[src/sv/clfd_pkg.sv]
`timescale 1ns / 1ps

package clfd_pkg;

    typedef struct packed {
        logic       op;
        logic [7:0] data_byte;
    } in_item_t;

    typedef struct packed {
        logic [1:0] kind;
        logic [7:0] body_byte;
        logic       frame_last;
        logic [2:0] error_code;
    } out_item_t;

    localparam logic OP_BYTE = 1'b0;
    localparam logic OP_EOS  = 1'b1;

    localparam logic [1:0] KIND_BODY  = 2'd0;
    localparam logic [1:0] KIND_EMPTY = 2'd1;
    localparam logic [1:0] KIND_ERROR = 2'd2;
    localparam logic [1:0] KIND_END   = 2'd3;

    localparam logic [2:0] ERR_HDR_BIG  = 3'd0;
    localparam logic [2:0] ERR_DELIM    = 3'd1;
    localparam logic [2:0] ERR_LINE     = 3'd2;
    localparam logic [2:0] ERR_DUP      = 3'd3;
    localparam logic [2:0] ERR_INVALID  = 3'd4;
    localparam logic [2:0] ERR_BODY_BIG = 3'd5;
    localparam logic [2:0] ERR_MISSING  = 3'd6;
    localparam logic [2:0] ERR_PARTIAL  = 3'd7;

    localparam logic [2:0] PH_NAME_LEAD   = 3'd0;
    localparam logic [2:0] PH_NAME        = 3'd1;
    localparam logic [2:0] PH_NAME_TRAIL  = 3'd2;
    localparam logic [2:0] PH_VAL_LEAD    = 3'd3;
    localparam logic [2:0] PH_VAL_DIGITS  = 3'd4;
    localparam logic [2:0] PH_VAL_TRAIL   = 3'd5;
    localparam logic [2:0] PH_SKIP        = 3'd6;
    localparam logic [2:0] PH_EMPTY_FIRST = 3'd7;

    localparam logic [2:0] REG_MAX_HDR  = 3'd0;
    localparam logic [2:0] REG_MAX_BODY = 3'd4;

    localparam int unsigned HDR_W  = 17;
    localparam int unsigned BODY_W = 25;
    localparam logic [3:0]  KEY_LEN = 4'd14;

    localparam logic [HDR_W-1:0]  MAX_HDR_RESET  = 17'd65536;
    localparam logic [BODY_W-1:0] MAX_BODY_RESET = 25'd16777216;

    localparam logic [7:0] CH_CR    = 8'h0D;
    localparam logic [7:0] CH_LF    = 8'h0A;
    localparam logic [7:0] CH_COLON = 8'h3A;

    // lower-case header name, one character per position
    function automatic logic [7:0] key_char(input logic [3:0] pos);
        logic [7:0] c;
        unique case (pos)
            4'd0:    c = "c";
            4'd1:    c = "o";
            4'd2:    c = "n";
            4'd3:    c = "t";
            4'd4:    c = "e";
            4'd5:    c = "n";
            4'd6:    c = "t";
            4'd7:    c = "-";
            4'd8:    c = "l";
            4'd9:    c = "e";
            4'd10:   c = "n";
            4'd11:   c = "g";
            4'd12:   c = "t";
            4'd13:   c = "h";
            default: c = 8'h00;
        endcase
        return c;
    endfunction

endpackage

[src/sv/clfd_parse.sv]
`timescale 1ns / 1ps

module clfd_parse
(
    input  logic                            clk,
    input  logic                            rst_n,
    input  logic                            take,
    input  clfd_pkg::in_item_t              item,
    input  logic [clfd_pkg::HDR_W-1:0]      max_hdr,
    input  logic [clfd_pkg::BODY_W-1:0]     max_body,
    output logic                            res_valid,
    output clfd_pkg::out_item_t             res
);
    import clfd_pkg::*;

    logic              in_body_reg, in_body_next;
    logic [HDR_W-1:0]  hcnt_reg, hcnt_next;
    logic              prev_cr_reg, prev_cr_next;
    logic              crlf_reg, crlf_next;
    logic [2:0]        phase_reg, phase_next;
    logic [3:0]        mpos_reg, mpos_next;
    logic              mism_reg, mism_next;
    logic              is_len_reg, is_len_next;
    logic [63:0]       acc_reg, acc_next;
    logic              vdig_reg, vdig_next;
    logic              vbad_reg, vbad_next;
    logic              seen_reg, seen_next;
    logic [3:0]        pend_reg, pend_next;
    logic [BODY_W-1:0] rem_reg, rem_next;
    logic [3:0]        sticky_reg, sticky_next;

    logic [7:0]  b;
    logic [7:0]  lo;
    logic        ws;
    logic        dig;
    logic [2:0]  ph;
    logic [67:0] acc_x10;
    logic [HDR_W:0] hcnt_inc;
    logic [BODY_W-1:0] rem_dec;

    assign b        = item.data_byte;
    assign lo       = (b >= "A" && b <= "Z") ? b + 8'd32 : b;
    assign ws       = (b == 8'h20) || (b == 8'h09) || (b == 8'h0B) || (b == 8'h0C);
    assign dig      = (b >= "0") && (b <= "9");
    assign acc_x10  = {1'b0, acc_reg, 3'b000} + {3'b000, acc_reg, 1'b0}
                    + {64'd0, b[3:0] - 4'd0};
    assign hcnt_inc = {1'b0, hcnt_reg} + {{HDR_W{1'b0}}, 1'b1};
    assign rem_dec  = rem_reg - {{(BODY_W-1){1'b0}}, 1'b1};
    assign ph       = (phase_reg == PH_EMPTY_FIRST) ? PH_NAME_LEAD : phase_reg;

    always_comb
    begin
        in_body_next = in_body_reg;
        hcnt_next    = hcnt_reg;
        prev_cr_next = prev_cr_reg;
        crlf_next    = crlf_reg;
        phase_next   = phase_reg;
        mpos_next    = mpos_reg;
        mism_next    = mism_reg;
        is_len_next  = is_len_reg;
        acc_next     = acc_reg;
        vdig_next    = vdig_reg;
        vbad_next    = vbad_reg;
        seen_next    = seen_reg;
        pend_next    = pend_reg;
        rem_next     = rem_reg;
        sticky_next  = sticky_reg;
        res_valid    = 1'b0;
        res          = '0;

        if (take) begin
            if (item.op == OP_EOS) begin
                res_valid = 1'b1;
                res.kind  = KIND_ERROR;
                if (sticky_reg != 4'd0) begin
                    res.error_code = sticky_reg[2:0] - 3'd1;
                end
                else if (in_body_reg || hcnt_reg != '0) begin
                    res.error_code = ERR_PARTIAL;
                    sticky_next    = {1'b0, ERR_PARTIAL} + 4'd1;
                end
                else begin
                    res.kind = KIND_END;
                end
            end
            else if (sticky_reg != 4'd0) begin
                // swallow bytes after an error
            end
            else if (in_body_reg) begin
                rem_next       = rem_dec;
                res_valid      = 1'b1;
                res.kind       = KIND_BODY;
                res.body_byte  = b;
                if (rem_dec == '0) begin
                    in_body_next   = 1'b0;
                    res.frame_last = 1'b1;
                end
            end
            else if (hcnt_inc > {1'b0, max_hdr}) begin
                res_valid      = 1'b1;
                res.kind       = KIND_ERROR;
                res.error_code = ERR_HDR_BIG;
                sticky_next    = {1'b0, ERR_HDR_BIG} + 4'd1;
            end
            else if (prev_cr_reg) begin
                if (b != CH_LF) begin
                    res_valid      = 1'b1;
                    res.kind       = KIND_ERROR;
                    res.error_code = ERR_DELIM;
                    sticky_next    = {1'b0, ERR_DELIM} + 4'd1;
                end
                else begin
                    hcnt_next    = hcnt_inc[HDR_W-1:0];
                    prev_cr_next = 1'b0;
                    phase_next   = PH_NAME_LEAD;
                    mpos_next    = '0;
                    mism_next    = 1'b0;
                    is_len_next  = 1'b0;
                    acc_next     = '0;
                    vdig_next    = 1'b0;
                    vbad_next    = 1'b0;
                    if (crlf_reg) begin
                        // header end: clear header state, then report
                        hcnt_next = '0;
                        crlf_next = 1'b0;
                        seen_next = 1'b0;
                        pend_next = '0;
                        if (pend_reg != 4'd0) begin
                            res_valid      = 1'b1;
                            res.kind       = KIND_ERROR;
                            res.error_code = pend_reg[2:0] - 3'd1;
                            sticky_next    = pend_reg;
                        end
                        else if (!seen_reg) begin
                            res_valid      = 1'b1;
                            res.kind       = KIND_ERROR;
                            res.error_code = ERR_MISSING;
                            sticky_next    = {1'b0, ERR_MISSING} + 4'd1;
                        end
                        else if (rem_reg == '0) begin
                            res_valid      = 1'b1;
                            res.kind       = KIND_EMPTY;
                            res.frame_last = 1'b1;
                        end
                        else begin
                            in_body_next = 1'b1;
                        end
                    end
                    else begin
                        crlf_next = 1'b1;
                        if (hcnt_inc[HDR_W-1:0] == HDR_W'(2)) begin
                            phase_next = PH_EMPTY_FIRST;
                        end
                        else if (pend_reg == 4'd0) begin
                            if (phase_reg <= PH_NAME_TRAIL) begin
                                pend_next = {1'b0, ERR_LINE} + 4'd1;
                            end
                            else if (is_len_reg) begin
                                if (seen_reg)
                                    pend_next = {1'b0, ERR_DUP} + 4'd1;
                                else if (vbad_reg || !vdig_reg)
                                    pend_next = {1'b0, ERR_INVALID} + 4'd1;
                                else if (acc_reg > {39'd0, max_body})
                                    pend_next = {1'b0, ERR_BODY_BIG} + 4'd1;
                                else begin
                                    seen_next = 1'b1;
                                    rem_next  = acc_reg[BODY_W-1:0];
                                end
                            end
                        end
                    end
                end
            end
            else if (b == CH_LF) begin
                res_valid      = 1'b1;
                res.kind       = KIND_ERROR;
                res.error_code = ERR_DELIM;
                sticky_next    = {1'b0, ERR_DELIM} + 4'd1;
            end
            else if (b == CH_CR) begin
                hcnt_next    = hcnt_inc[HDR_W-1:0];
                prev_cr_next = 1'b1;
            end
            else begin
                hcnt_next  = hcnt_inc[HDR_W-1:0];
                crlf_next  = 1'b0;
                phase_next = ph;
                if (phase_reg == PH_EMPTY_FIRST && pend_reg == 4'd0)
                    pend_next = {1'b0, ERR_LINE} + 4'd1;
                unique case (ph)
                    PH_NAME_LEAD:
                    begin
                        if (ws) begin
                        end
                        else if (b == CH_COLON) begin
                            is_len_next = 1'b0;
                            phase_next  = PH_SKIP;
                        end
                        else begin
                            phase_next = PH_NAME;
                            if (mpos_reg < KEY_LEN && lo == key_char(mpos_reg))
                                mpos_next = mpos_reg + 4'd1;
                            else
                                mism_next = 1'b1;
                        end
                    end
                    PH_NAME, PH_NAME_TRAIL:
                    begin
                        if (ws) begin
                            if (ph == PH_NAME) phase_next = PH_NAME_TRAIL;
                        end
                        else if (b == CH_COLON) begin
                            is_len_next = !mism_reg && mpos_reg == KEY_LEN;
                            phase_next  = (!mism_reg && mpos_reg == KEY_LEN)
                                        ? PH_VAL_LEAD : PH_SKIP;
                        end
                        else if (ph == PH_NAME_TRAIL) begin
                            mism_next  = 1'b1;
                            phase_next = PH_NAME;
                        end
                        else if (mpos_reg < KEY_LEN && lo == key_char(mpos_reg)) begin
                            mpos_next = mpos_reg + 4'd1;
                        end
                        else begin
                            mism_next = 1'b1;
                        end
                    end
                    PH_VAL_LEAD, PH_VAL_DIGITS, PH_VAL_TRAIL:
                    begin
                        if (dig && ph != PH_VAL_TRAIL) begin
                            if (acc_x10[67:64] != 4'd0) begin
                                vbad_next  = 1'b1;
                                phase_next = PH_SKIP;
                            end
                            else begin
                                acc_next   = acc_x10[63:0];
                                vdig_next  = 1'b1;
                                phase_next = PH_VAL_DIGITS;
                            end
                        end
                        else if (ws) begin
                            if (ph == PH_VAL_DIGITS) phase_next = PH_VAL_TRAIL;
                        end
                        else begin
                            vbad_next  = 1'b1;
                            phase_next = PH_SKIP;
                        end
                    end
                    default:
                    begin
                    end
                endcase
            end
        end
    end

    always_ff @(posedge clk or negedge rst_n)
    begin
        if (!rst_n) begin
            in_body_reg <= 1'b0;
            hcnt_reg    <= '0;
            prev_cr_reg <= 1'b0;
            crlf_reg    <= 1'b0;
            phase_reg   <= PH_NAME_LEAD;
            mpos_reg    <= '0;
            mism_reg    <= 1'b0;
            is_len_reg  <= 1'b0;
            acc_reg     <= '0;
            vdig_reg    <= 1'b0;
            vbad_reg    <= 1'b0;
            seen_reg    <= 1'b0;
            pend_reg    <= '0;
            rem_reg     <= '0;
            sticky_reg  <= '0;
        end
        else begin
            in_body_reg <= in_body_next;
            hcnt_reg    <= hcnt_next;
            prev_cr_reg <= prev_cr_next;
            crlf_reg    <= crlf_next;
            phase_reg   <= phase_next;
            mpos_reg    <= mpos_next;
            mism_reg    <= mism_next;
            is_len_reg  <= is_len_next;
            acc_reg     <= acc_next;
            vdig_reg    <= vdig_next;
            vbad_reg    <= vbad_next;
            seen_reg    <= seen_next;
            pend_reg    <= pend_next;
            rem_reg     <= rem_next;
            sticky_reg  <= sticky_next;
        end
    end

endmodule

[src/sv/clfd_fifo.sv]
`timescale 1ns / 1ps

module clfd_fifo
#(
    parameter int unsigned DEPTH = 4
)
(
    input  logic                clk,
    input  logic                rst_n,
    input  logic                wr,
    input  clfd_pkg::out_item_t wdata,
    input  logic                rd,
    output clfd_pkg::out_item_t rdata,
    output logic                full,
    output logic                empty
);
    import clfd_pkg::*;

    localparam int unsigned PW = (DEPTH > 1) ? $clog2(DEPTH) : 1;
    localparam int unsigned CW = $clog2(DEPTH + 1);

    out_item_t       mem_reg [DEPTH];
    logic [PW-1:0]   wp_reg, wp_next;
    logic [PW-1:0]   rp_reg, rp_next;
    logic [CW-1:0]   cnt_reg, cnt_next;
    logic            do_wr;
    logic            do_rd;

    assign full  = (cnt_reg == CW'(DEPTH));
    assign empty = (cnt_reg == '0);
    assign do_wr = wr && !full;
    assign do_rd = rd && !empty;
    assign rdata = mem_reg[rp_reg];

    always_comb
    begin
        wp_next  = wp_reg;
        rp_next  = rp_reg;
        cnt_next = cnt_reg;
        if (do_wr)
            wp_next = (wp_reg == PW'(DEPTH - 1)) ? '0 : wp_reg + PW'(1);
        if (do_rd)
            rp_next = (rp_reg == PW'(DEPTH - 1)) ? '0 : rp_reg + PW'(1);
        if (do_wr && !do_rd)
            cnt_next = cnt_reg + CW'(1);
        else if (do_rd && !do_wr)
            cnt_next = cnt_reg - CW'(1);
    end

    always_ff @(posedge clk)
    begin
        if (do_wr)
            mem_reg[wp_reg] <= wdata;
    end

    always_ff @(posedge clk or negedge rst_n)
    begin
        if (!rst_n) begin
            wp_reg  <= '0;
            rp_reg  <= '0;
            cnt_reg <= '0;
        end
        else begin
            wp_reg  <= wp_next;
            rp_reg  <= rp_next;
            cnt_reg <= cnt_next;
        end
    end

endmodule

[src/sv/content_length_frame_decoder_top.sv]
`timescale 1ns / 1ps
// Channel   | Handshake              | Payload
// ----------+------------------------+-------------------------------
// input     | push / full            | in_item  (op, data_byte)
// result    | pop / empty            | out_item (kind, body_byte,
//           |                        |           frame_last, error_code)
// config    | psel, penable, pwrite  | paddr, pwdata, prdata
//
// One byte is taken per cycle while full is low, as the parser updates per byte.
// A result is queued the same cycle and can be popped on the next edge.
// rst_n clears all parser state and the result queue; limits return to
// 64 KiB header and 16 MiB body. full rises only when the result queue
// holds FIFO_DEPTH transactions the consumer has not popped.

module content_length_frame_decoder_top
#(
    parameter int unsigned FIFO_DEPTH = 4
)
(
    input  logic                clk,
    input  logic                rst_n,
    input  logic                push,
    output logic                full,
    input  clfd_pkg::in_item_t  in_item,
    output logic                empty,
    input  logic                pop,
    output clfd_pkg::out_item_t out_item,
    input  logic                psel,
    input  logic                penable,
    input  logic                pwrite,
    input  logic [2:0]          paddr,
    input  logic [31:0]         pwdata,
    output logic [31:0]         prdata,
    output logic                pready
);
    import clfd_pkg::*;

    logic [HDR_W-1:0]  max_hdr_reg;
    logic [BODY_W-1:0] max_body_reg;
    logic              take;
    logic              res_valid;
    out_item_t         res;

    // Register writes complete in the access phase; pready is tied high.
    assign pready = 1'b1;
    assign take   = push && !full;

    always_ff @(posedge clk or negedge rst_n)
    begin
        if (!rst_n) begin
            max_hdr_reg  <= MAX_HDR_RESET;
            max_body_reg <= MAX_BODY_RESET;
        end
        else if (psel && penable && pwrite) begin
            // decode on the register-select bit only
            if (paddr[2] == REG_MAX_BODY[2])
                max_body_reg <= pwdata[BODY_W-1:0];
            else
                max_hdr_reg  <= pwdata[HDR_W-1:0];
        end
    end

    always_comb
    begin
        if (paddr[2] == REG_MAX_BODY[2])
            prdata = {{(32-BODY_W){1'b0}}, max_body_reg};
        else
            prdata = {{(32-HDR_W){1'b0}}, max_hdr_reg};
    end

    // Front: classify every byte and update the framing state.
    clfd_parse u_parse
    (
        .clk       (clk),
        .rst_n     (rst_n),
        .take      (take),
        .item      (in_item),
        .max_hdr   (max_hdr_reg),
        .max_body  (max_body_reg),
        .res_valid (res_valid),
        .res       (res)
    );

    // Back: hold finished transactions until the consumer pops them.
    clfd_fifo #(.DEPTH(FIFO_DEPTH)) u_fifo
    (
        .clk   (clk),
        .rst_n (rst_n),
        .wr    (res_valid),
        .wdata (res),
        .rd    (pop),
        .rdata (out_item),
        .full  (full),
        .empty (empty)
    );

endmodule

[config.mk]
export PLATFORM = sky130hd
export DESIGN_NAME = content_length_frame_decoder_top
export DESIGN_NICKNAME = d
export VERILOG_FILES = /design/src/sv/clfd_pkg.sv /design/src/sv/clfd_parse.sv /design/src/sv/clfd_fifo.sv /design/src/sv/content_length_frame_decoder_top.sv
export SDC_FILE = /design/constraint.sdc
export NUM_CORES = 1
export LEC_CHECK = 0
export ABC_AREA = 1
export BUFFER_PORTS_ARGS = -buffer_cell sky130_fd_sc_hd__buf_2
export CORE_MARGIN = 5
export CORE_UTILIZATION = 40
export CTS_BUF_LIST = sky130_fd_sc_hd__clkbuf_16
export CTS_CLUSTER_SIZE = 30
export DETAILED_ROUTE_END_ITERATION = 7
export GPL_TIMING_DRIVEN = 1
export MAX_ROUTING_LAYER = met4
export PLACE_DENSITY = 0.53
export SYNTH_ARGS = -nofsm -noshare
export SYNTH_HDL_FRONTEND = slang
export SYNTH_SLANG_ARGS = --single-unit
[constraint.sdc]
create_clock -name clk -period 5.1 [get_ports clk]
set_input_delay 0.765 -clock clk [delete_from_list [all_inputs] [get_ports clk]]
set_output_delay 0.765 -clock clk [all_outputs]
set_load 0.01 [all_outputs]
==> impl_metrics.py <==
metrics = {
    "clock_tree": {
        "clk_latency_ns": 0.60,
        "htree_levels": 1,
        "cts_buffers": 30,
        "postCtsSetupRepairBufs": 0,
        "cts_resized": 0,
        "clock_path_buffers": 3,
        "cts_hold_buffers": 0,
        "cts_tree": "built",
        "cts.sinks": 233,
        "clock-root-buffer": "clkbuf_16",
        "path_clk_slew_ns": 0.06,
    },
    "power_and_ir_drop": {
        "ir_drop_mv": 0.259,
        "pwr-share-comb_pct": 17.4,
        "swShare_pct": 30.2,
        "intPower_mw": 3.52,
        "p_leak_nw": 11.1,
        "cellPowerDensity_nw_per_um2": 243,
        "pwr-share-clk_pct": 40.5,
        "switchingPower_mw": 1.53,
        "power_frac_seq_pct": 42.1,
    },
    "setup_path": {
        "crit_type": "reg2reg",
        "timing.rr.start": "u_parse.hcnt_reg[0]$_DFFE_PN0P_",
        "cp_max_fo": 8,
        "reg2reg_to": "u_fifo.cnt_reg[1]$_DFFE_PN0P_",
        "reg2regPathDepth": 18,
        "crit_arrival_ns": 4.86,
        "worstPathRequired_ns": 5.58,
        "startpoint_type": "flop",
        "ff2ff_setup_slack_ns": 0.72,
        "setup.worst_path.end_class": "flop",
    },
    "placed_design": {
        "post-dp-hpwl_mm": 41.8,
        "port_buffers": 82,
        "dpl_cell_area_um2": 19900,
        "gp_congestion": 0.952,
        "dp_slack_ns": 0.438,
    },
    "floorplanning": {
        "core_area_um2": 46700,
        "ios": 100,
        "chipWidth_um": 227,
        "die-area_um2": 51600,
        "num_rows": 79,
        "chipHeight_um": 227,
        "initial_core_util_pct": 40.5,
    },
    "yosys": {
        "syn_inst": 2653,
        "syn_area_per_cell_um2": 7.11,
        "ys_seq_elements": 233,
        "yosysSeqAreaShare_pct": 32.4,
        "synth_warnings": 0,
        "mappedNetlistArea_um2": 18900,
        "synth_edf_count": 56,
        "ys.flop_type": "dfrtp_1",
        "synth.distinct_cells": 57,
        "async_flop_share_pct": 76.0,
    },
    "layout": {
        "final_area_um2": 20800,
        "synthToLayoutAreaGrowth_pct": 10.3,
        "antenna_cells": 0,
        "finalNetCount": 2974,
        "fill_cells": 4886,
        "largest_reg_flops": 64,
        "drive_gt1_share_pct": 6.58,
    },
    "global_route": {
        "track_usage_pct": 21.0,
        "grt_overflow": 0,
        "met2_usage_pct": 35.0,
        "top_usage_layer": "met2",
        "grt_start_max_net_pins": 86,
        "use_met1_pct": 27.5,
        "grt_pass1_wl_mm": 86.5,
        "antenna_found_initial": 0,
        "grt_pass1_vias": 16800,
        "met3_usage_pct": 2.27,
    },
    "sta": {
        "period_share_pct": 86.0,
        "final_hold_viol_count": 0,
        "skew_ns": 0.0272,
        "max-slew-margin-rel_pct": 33.4,
        "fmax_mhz": 228,
        "slew_viol_final": 0,
        "setup_violations": 0,
        "rsz0062_at_grt": "no",
        "whs_ns": 0.234,
        "fin_tns_setup_ns": 0,
        "tightest_slew_ns": 0.996,
        "setup_ws_ns": 0.716,
        "fin_crit_ns": 4.38,
    },
    "route": {
        "first_iter_violations": 1142,
        "wirelength_mm": 53.2,
        "ant_nets": 0,
        "avgRoutedWirePerCell_um": 15.8,
        "via_per_inst": 5.12,
        "drc": 0,
        "via_count": 17200,
        "first_pass_iters": 5,
    },
    "job": {
        "cap_violations": 0,
    },
    "worst_hold_path": {
        "hold_path.class": "in2async",
    },
    "run_status": {
        "status": "finished clean",
    },
}
Yosys cell counts (4+ instances only):
master	number	share of area [%]
nor3_1	36	0.95
inv_1	363	7.2
o211ai_1	7	0.28
a21oi_1	133	3.5
nor2_2	5	0.17
mux2i_1	10	0.53
a21boi_0	9	0.36
edfxtp_1	56	8.9
nand2_1	721	14
xor2_1	50	2.3
inv_2	4	0.080
o21ai_0	166	4.4
nor4_1	22	0.73
nand4_1	34	1.1
o22ai_1	17	0.56
buf_6	6	0.36
nand3b_1	8	0.32
or2_2	4	0.13
o21bai_1	19	0.76
buf_2	7	0.19
nand3_1	105	2.8
nor3_2	5	0.27
o21ai_1	77	2.0
nand2_2	8	0.27
clkbuf_1	34	0.68
a21o_1	4	0.16
nor2_1	258	5.1
and3_1	6	0.20
a31oi_1	9	0.30
o21a_1	4	0.16
xnor2_1	43	2.0
dfrtp_1	175	23
ha_1	194	13
buf_4	13	0.52
worst max-delay path, cell delays in order (launching register included):
cell      delay, ns
dfrtp_1        0.47
ha_1           0.23
nand2_1        0.09
nor2_2         0.23
nand4_1        0.16
o21ai_0        0.36
inv_1          0.16
ha_1           0.32
nand4_1        0.15
nor4_1         0.20
nand3b_1       0.21
nand2_4        0.20
nand2_1        0.11
o21ai_0        0.19
nand2_1        0.18
ha_1           0.23
inv_1          0.11
fa_1           0.40
mux2_2         0.27
worst max-delay path by stage:
stage | to | slack [ns] | cells past startpoint | startpoint
after floorplan | u_parse.acc_reg[21]$_DFFE_PN0P_ | 1.45 | 25 | in_item[3]
after global placement | u_parse.acc_reg[24]$_DFFE_PN0P_ | 0.47 | 23 | in_item[3]
after detailed placement | u_parse.acc_reg[24]$_DFFE_PN0P_ | 0.44 | 23 | in_item[3]
after CTS | u_fifo.cnt_reg[1]$_DFFE_PN0P_ | 0.71 | 18 | u_parse.hcnt_reg[0]$_DFFE_PN0P_
after global routing | u_fifo.cnt_reg[1]$_DFFE_PN0P_ | 0.33 | 21 | u_parse.hcnt_reg[0]$_DFFE_PN0P_
final | u_fifo.cnt_reg[1]$_DFFE_PN0P_ | 0.72 | 18 | u_parse.hcnt_reg[0]$_DFFE_PN0P_
per-stage QoR:
stage / util [%] / std cells / power (mW)
after floorplan: - / 2659 / 2.70
after global placement: 42.6 / 3301 / 3.03
after detailed placement: 42.6 / 3301 / 3.06
after CTS: 44.6 / 3356 / 5.15
after global routing: 44.6 / 3356 / 5.33
final: 44.6 / 3356 / 5.05
cell usage in the layout, fill, tap and decap left out, types with 6 or more instances in the layout:
master	count
buf_2	81
nand3b_1	8
mux2i_1	10
buf_4	14
o21bai_1	19
o21ai_0	166
nand3_1	105
nor2_1	258
clkinv_1	8
xnor2_1	43
a21oi_1	133
clkinv_2	8
nor4_1	22
nand2_1	721
o21ai_1	77
edfxtp_1	56
a21boi_0	9
o22ai_1	17
o211ai_1	7
xor2_1	50
ha_1	194
conb_1	8
dfrtp_1	175
inv_1	367
nand2_2	8
a31oi_1	9
nor3_1	36
nand4_1	34
clkbuf_16	30
and3_1	6
layer usage:
layer	wire (um)	part of all wire [%]	vias to the layer above
li1	-	-	8819
met5	0	0	-
met1	24600	46	7945
met4	1540	2.9	0
met2	25000	47	319
met3	1990	3.7	94
cell families after synthesis:
group / Yosys count / share of synthesized area (%)
AO/OA/AOI/OAI: 459 / 13.1
XOR/XNOR: 93 / 4.32
adder cells (fa/ha/maj): 197 / 13.2
buffers and inverters: 431 / 9.12
flip-flops: 233 / 32.4
multiplexers: 11 / 0.590
other: 2 / 0.0398
AND/OR/NAND/NOR: 1227 / 27.2
power by group through the flow:
| stage | clock network [mW] | logic (mW) | registers [mW] |
|---|---|---|---|
| global route | 2.18 | 1.01 | 2.14 |
| global placement | 0 | 0.869 | 2.16 |
| floorplan | 0 | 0.574 | 2.13 |
| finish | 2.04 | 0.878 | 2.13 |
| detailed placement | 0 | 0.894 | 2.16 |
| CTS | 2.12 | 0.897 | 2.13 |
layout make-up:
type | count | area (um2) | area share [%]
multi-input cells | 1995 | 11100 | 53.2
inverters | 369 | 1390 | 6.65
repair buffers | 97 | 544 | 2.61
clock inverters | 25 | 200 | 0.961
well taps | 607 | 759 | 3.65
clock buffers | 30 | 751 | 3.61
flip-flops and latches | 233 | 6110 | 29.4
Note: power is estimated with default switching activity, not from simulation.
